[src/design/bsts_ram.sv]
// ----------------------------------------------------------------------------
// bsts_ram
// simple dual-port ram, one write and one registered read port
// ----------------------------------------------------------------------------
`default_nettype none

module bsts_ram #(
  parameter int WIDTH = 2,
  parameter int DEPTH = 1024
) (
  input  wire logic                     clk_i,
  input  wire logic                     we_i,
  input  wire logic [$clog2(DEPTH)-1:0] waddr_i,
  input  wire logic [WIDTH-1:0]         wdata_i,
  input  wire logic                     re_i,
  input  wire logic [$clog2(DEPTH)-1:0] raddr_i,
  output logic      [WIDTH-1:0]         rdata_o
);

  logic [WIDTH-1:0] mem_q [DEPTH];

  always_ff @(posedge clk_i) begin
    if (we_i) mem_q[waddr_i] <= wdata_i;
    if (re_i) rdata_o <= mem_q[raddr_i];
  end

endmodule

`default_nettype wire

[config.mk]
export PLATFORM = sky130hd
export DESIGN_NAME = bsts_ram
export DESIGN_NICKNAME = d
export VERILOG_FILES = /design/src/design/bsts_ram.sv
export SDC_FILE = /design/constraint.sdc
export NUM_CORES = 2
export LEC_CHECK = 0
export BUFFER_PORTS_ARGS = -buffer_cell sky130_fd_sc_hd__buf_2
export CAP_MARGIN = 20
export CORE_MARGIN = 2
export CORE_UTILIZATION = 55
export CTS_CLUSTER_SIZE = 25
export DETAILED_ROUTE_END_ITERATION = 8
export PLACE_DENSITY = 0.73
export SLEW_MARGIN = 5
export SYNTH_ARGS = -nofsm -noshare
export SYNTH_HDL_FRONTEND = slang
export SYNTH_SLANG_ARGS = --single-unit
[constraint.sdc]
create_clock -name clk_i -period 3.2 [get_ports clk_i]
set_input_delay 0.64 -clock clk_i [delete_from_list [all_inputs] [get_ports clk_i]]
set_output_delay 0.64 -clock clk_i [all_outputs]
set_load 0.01 [all_outputs]
Word level (Yosys, flattened, before mapping)

Memory sizes are Yosys's and may differ from the RTL's. A register that Yosys moved wholly into a read port is not among the register bits.
Cells that the tools add are included.

Logic and storage cells: 3
Memories: 1
Output and inout port bits: 2
Flip-flop bits (word level): 0
RAM bits: 2,048
Input port bits: 25

Multiplexer cells: 2

Memories:

| name  | words | bits a word | rd ports | clocked after memory_dff | wr ports | RTL line | text |
|---|---|---|---|---|---|---|---|
| mem_q | 1,024 | 2           | 1        | 1                        | 1        | 20       | `logic [WIDTH-1:0] mem_q [DEPTH];` |

Operators by type and width:

| cell    | count |
|---|---|
| $mux W1 | 2 |

Depth between registers and ports, before layout

Depth after elaboration: 2
Depth in mapped cells: 15
Mapped depth without buffers: 8

Least setup slack after synthesis

OpenSTA, ideal clock, no wires.

Path type: input -> register
Start: in raddr_i[0]
End: reg rdata_o[1], read port of mem_q, data pin
Cell stages on the path: 12
Slack: 61 ps
Path buffers: 5
Arrival time: 2,862 ps
Setup time: 277 ps
Path through: buf_6 -> buf_12 -> buf_8 -> buf_6 -> buf_6 -> mux4_2 -> a221oi_1 -> o21ai_0 -> nor3_1 -> o31ai_1 -> o31ai_1 -> nand4_1

RTL lines:

| what            | RTL line | text |
|---|---|---|
| start, declared | 16       | `input wire logic [$clog2(DEPTH)-1:0] raddr_i,` |
| end, declared   | 17       | `output logic [WIDTH-1:0] rdata_o` |

==> metrics.md <==
| Metric | Value |
|---|---|
| Reg2reg start | mem_q[7][0]$_DFFE_PP_ |
| Die height | 394 um |
| Adder-cell share of the synthesized area | 0% |
| # setup viols final | 0 |
| Clk buf depth | 3 |
| Worst Hold Class | in2reg |
| Synth Area in Simple Gates | 6.40% |
| Cell Rows | 143 |
| Vias in the first global route | 48500 |
| Slew @ Worst Pin | 1160 ps |
| First-pass GRT wire length | 331000 um |
| IO Pins | 27 |
| Area growth syn-to-layout | 14.4% |
| Placer Congestion | 0.902 |
| Mux cell area share after synthesis | 14.7% |
| Largest net degree at the start of global routing | 124 |
| Initial antenna violation count | 8 |
| Min Tclk post-route | 3180 ps |
| Distinct cells, synth | 65 |
| Post-Syn Area per Cell | 17.5 um^2 |
| Placed cells | 6939 |
| Fill count | 10200 |
| Fin nets | 5132 |
| RSZ-0062 raised after global routing | no |
| Drt total wl | 230000 um |
| Peak Freq | 314 MHz |
| Setup bufs post-CTS | 0 |
| Die area | 155000 um^2 |
| Clock Pin Slew Worst Setup and Hold Paths | 60 ps |
| Top_reg_cell synth | edfxtp_1 |
| Post-DP HPWL | 136000 um |
| Max-cap check violation count | 0 |
| DIE WIDTH | 394 um |
| CP endpoint kind | register |
| EDFF count, synth | 2050 |
| XOR/XNOR Fraction of Synth Area | 0% |
| Drt drc | 0 |
| Synth Area in Compound Gates | 2.98% |
| Hold-fix buffers, CTS | 0 |
| Pwr/cell area | 583 nW/um^2 |
| Critical Path Fanout Max | 24 |
| Hold WS | 142 ps |
| Final instance area | 95900 um^2 |
| Clock Sinks | 2050 |
| Clock Skew | 28.7 ps |
| Origin of the worst setup path | raddr_i[0] |
| Pre-antenna DRT Iters | 7 |
| Final cell count without fillers | 7310 |
| Mapped Area | 83800 um^2 |
| CORE AREA | 152000 um^2 |
| Via count | 48300 |
| Count of port buffers added during placement | 26 |
| Startpoint Class | input port |
| Relative slew margins | 22.0% |
| Fraction of layout cells with a size suffix above 1 | 24.6% |
| CTS Buf Count | 196 |
| Gr ovfl total | 0 |
| Ys Warns | 0 |
| VDD IR-drop max | 483 uV |
| Cells after synthesis | 4793 |
| Fin. Hold Viols | 0 |
| Via/cell ratio | 6.60 |
| Initial DRC count | 7352 |
| Clk_lat worst skew | 840 ps |
| Data arrival, critical path | 3720 ps |
| Min-delay src | re_i |
| WP data required | 3740 ps |
| Leak | 29.9 nW |
| Sequential area share after synthesis | 73.5% |
| Setup TNS | 0 ps |
| Cell area after placement | 89400 um^2 |
| Post-synth ARST share | 0% |
| Wire per inst | 31.5 um |
| Clock Root Buffer | clkbuf_16 |
| TritonCTS clock tree | built |
| Initial core utilization | 55.3% |
| Total nets after synthesis | 4818 |
| Tot GR Track Use | 29.6% |
| Setup CP Type | in2reg |
| Synth Register Bits | 2050 |
| Slew Limit Fails | 0 |
| # resized after CTS | 1 |
| Antenna viol nets, final | 0 |
| Status | completed |
| Htree depth | 4 |
| Final period utilization | 99.4% |
| Largest family of logic cells by synthesized area | multiplexers |
==> sequential cells by signal (all words and copies together) (netlist names) <==
register,cells
rdata_o,2
mem_q,2048
==> layout by cell type, fill, tap and decap left out, drive strengths merged, types with 39 or more instances in the layout <==
cell,instances
nand3,39
o22ai,45
nor2,1054
edfxtp,2050
nor3,45
a21oi,70
mux2i,205
buf,512
clkinv,94
a22oi,45
clkbuf,235
o221ai,83
nand2,96
mux4,449
==> power breakdown <==
part / internal, W / switching [W] / total [W]
Combinational: 0.00125 / 0.00195 / 0.00320
Clock: 0.0132 / 0.00988 / 0.0231
Sequential: 0.0295 / 0.00000941 / 0.0296
Total: 0.0440 / 0.0118 / 0.0559
==> synth_stat cells (14+ instances only) <==
library cell  instances  area (um^2)
a21oi_1              70          350
a22oi_1              45          338
buf_1                54          203
buf_2                26          130
buf_4                28          210
buf_6                33          372
buf_8                14          210
clkbuf_1            239          897
edfxtp_1           2050        61600
mux2i_1             205         2050
mux4_2              449        10100
nand2_1              96          360
nand3_1              39          195
nor2_1             1054         3960
nor3_1               45          225
o21ai_0              36          180
o221ai_1             82          718
o22ai_1              45          282
==> worst paths after layout <==
check / end / slack [ps] / depth (start not counted)
worst min register to register: rdata_o[1]$_DFFE_PP_ / 1210 / 7
worst max-delay path: rdata_o[0]$_DFFE_PP_ / 20 / 12
worst min-delay path: rdata_o[1]$_DFFE_PP_ / 140 / 1
worst max register to register: rdata_o[0]$_DFFE_PP_ / 180 / 8
==> kinds of logic after synthesis <==
kind of cell	Yosys count
flip-flops	2050
AND/OR/NAND/NOR	1324
multiplexers	664
buffers and inverters	402
AO/OA/AOI/OAI	353
==> layout make-up <==
class	count	area (um^2)	area share [%]
clock inverters	126	1230	1.28
diodes	10	25.0	0.0261
repair buffers	512	4820	5.03
clock buffers	235	5160	5.38
flip-flops and latches	2050	61600	64.2
inverters	6	26.3	0.0274
well taps	2030	2540	2.65
multi-input cells	2341	20500	21.4
==> per-stage QoR <==
stage / total power [W] / worst slack, ps / utilization (%)
finish: 0.0559 / 20.0 / 63.2
global route: 0.0571 / 18.9 / 63.2
CTS: 0.0559 / 52.5 / 63.2
detailed placement: 0.0333 / -920 / 59.0
global placement: 0.0332 / -838 / 59.0
floorplan: 0.0317 / 60.6 / -
==> routing by layer <==
| metal | track usage (%) | share of wire, % | routed length [um] | up-vias |
|---|---|---|---|---|
| li1 | - | - | - | 19500 |
| met1 | 39.7 | 35 | 81300 | 24900 |
| met2 | 47.2 | 48 | 111000 | 3271 |
| met3 | 6.72 | 12 | 27900 | 571 |
| met4 | 12.4 | 4.4 | 10200 | 4 |
| met5 | 0 | 0.027 | 61 | - |
==> worst max-delay path: stages <==
cell and delay [ps]:
buf_8 220, buf_12 220, buf_12 180, buf_12 220, buf_4 290, buf_4 230, mux2i_1 240, o221ai_1 190
o22ai_1 190, nor3_1 80, o311ai_0 810, nand4_1 170
No activity file was read; power rests on OpenSTA's default activity.
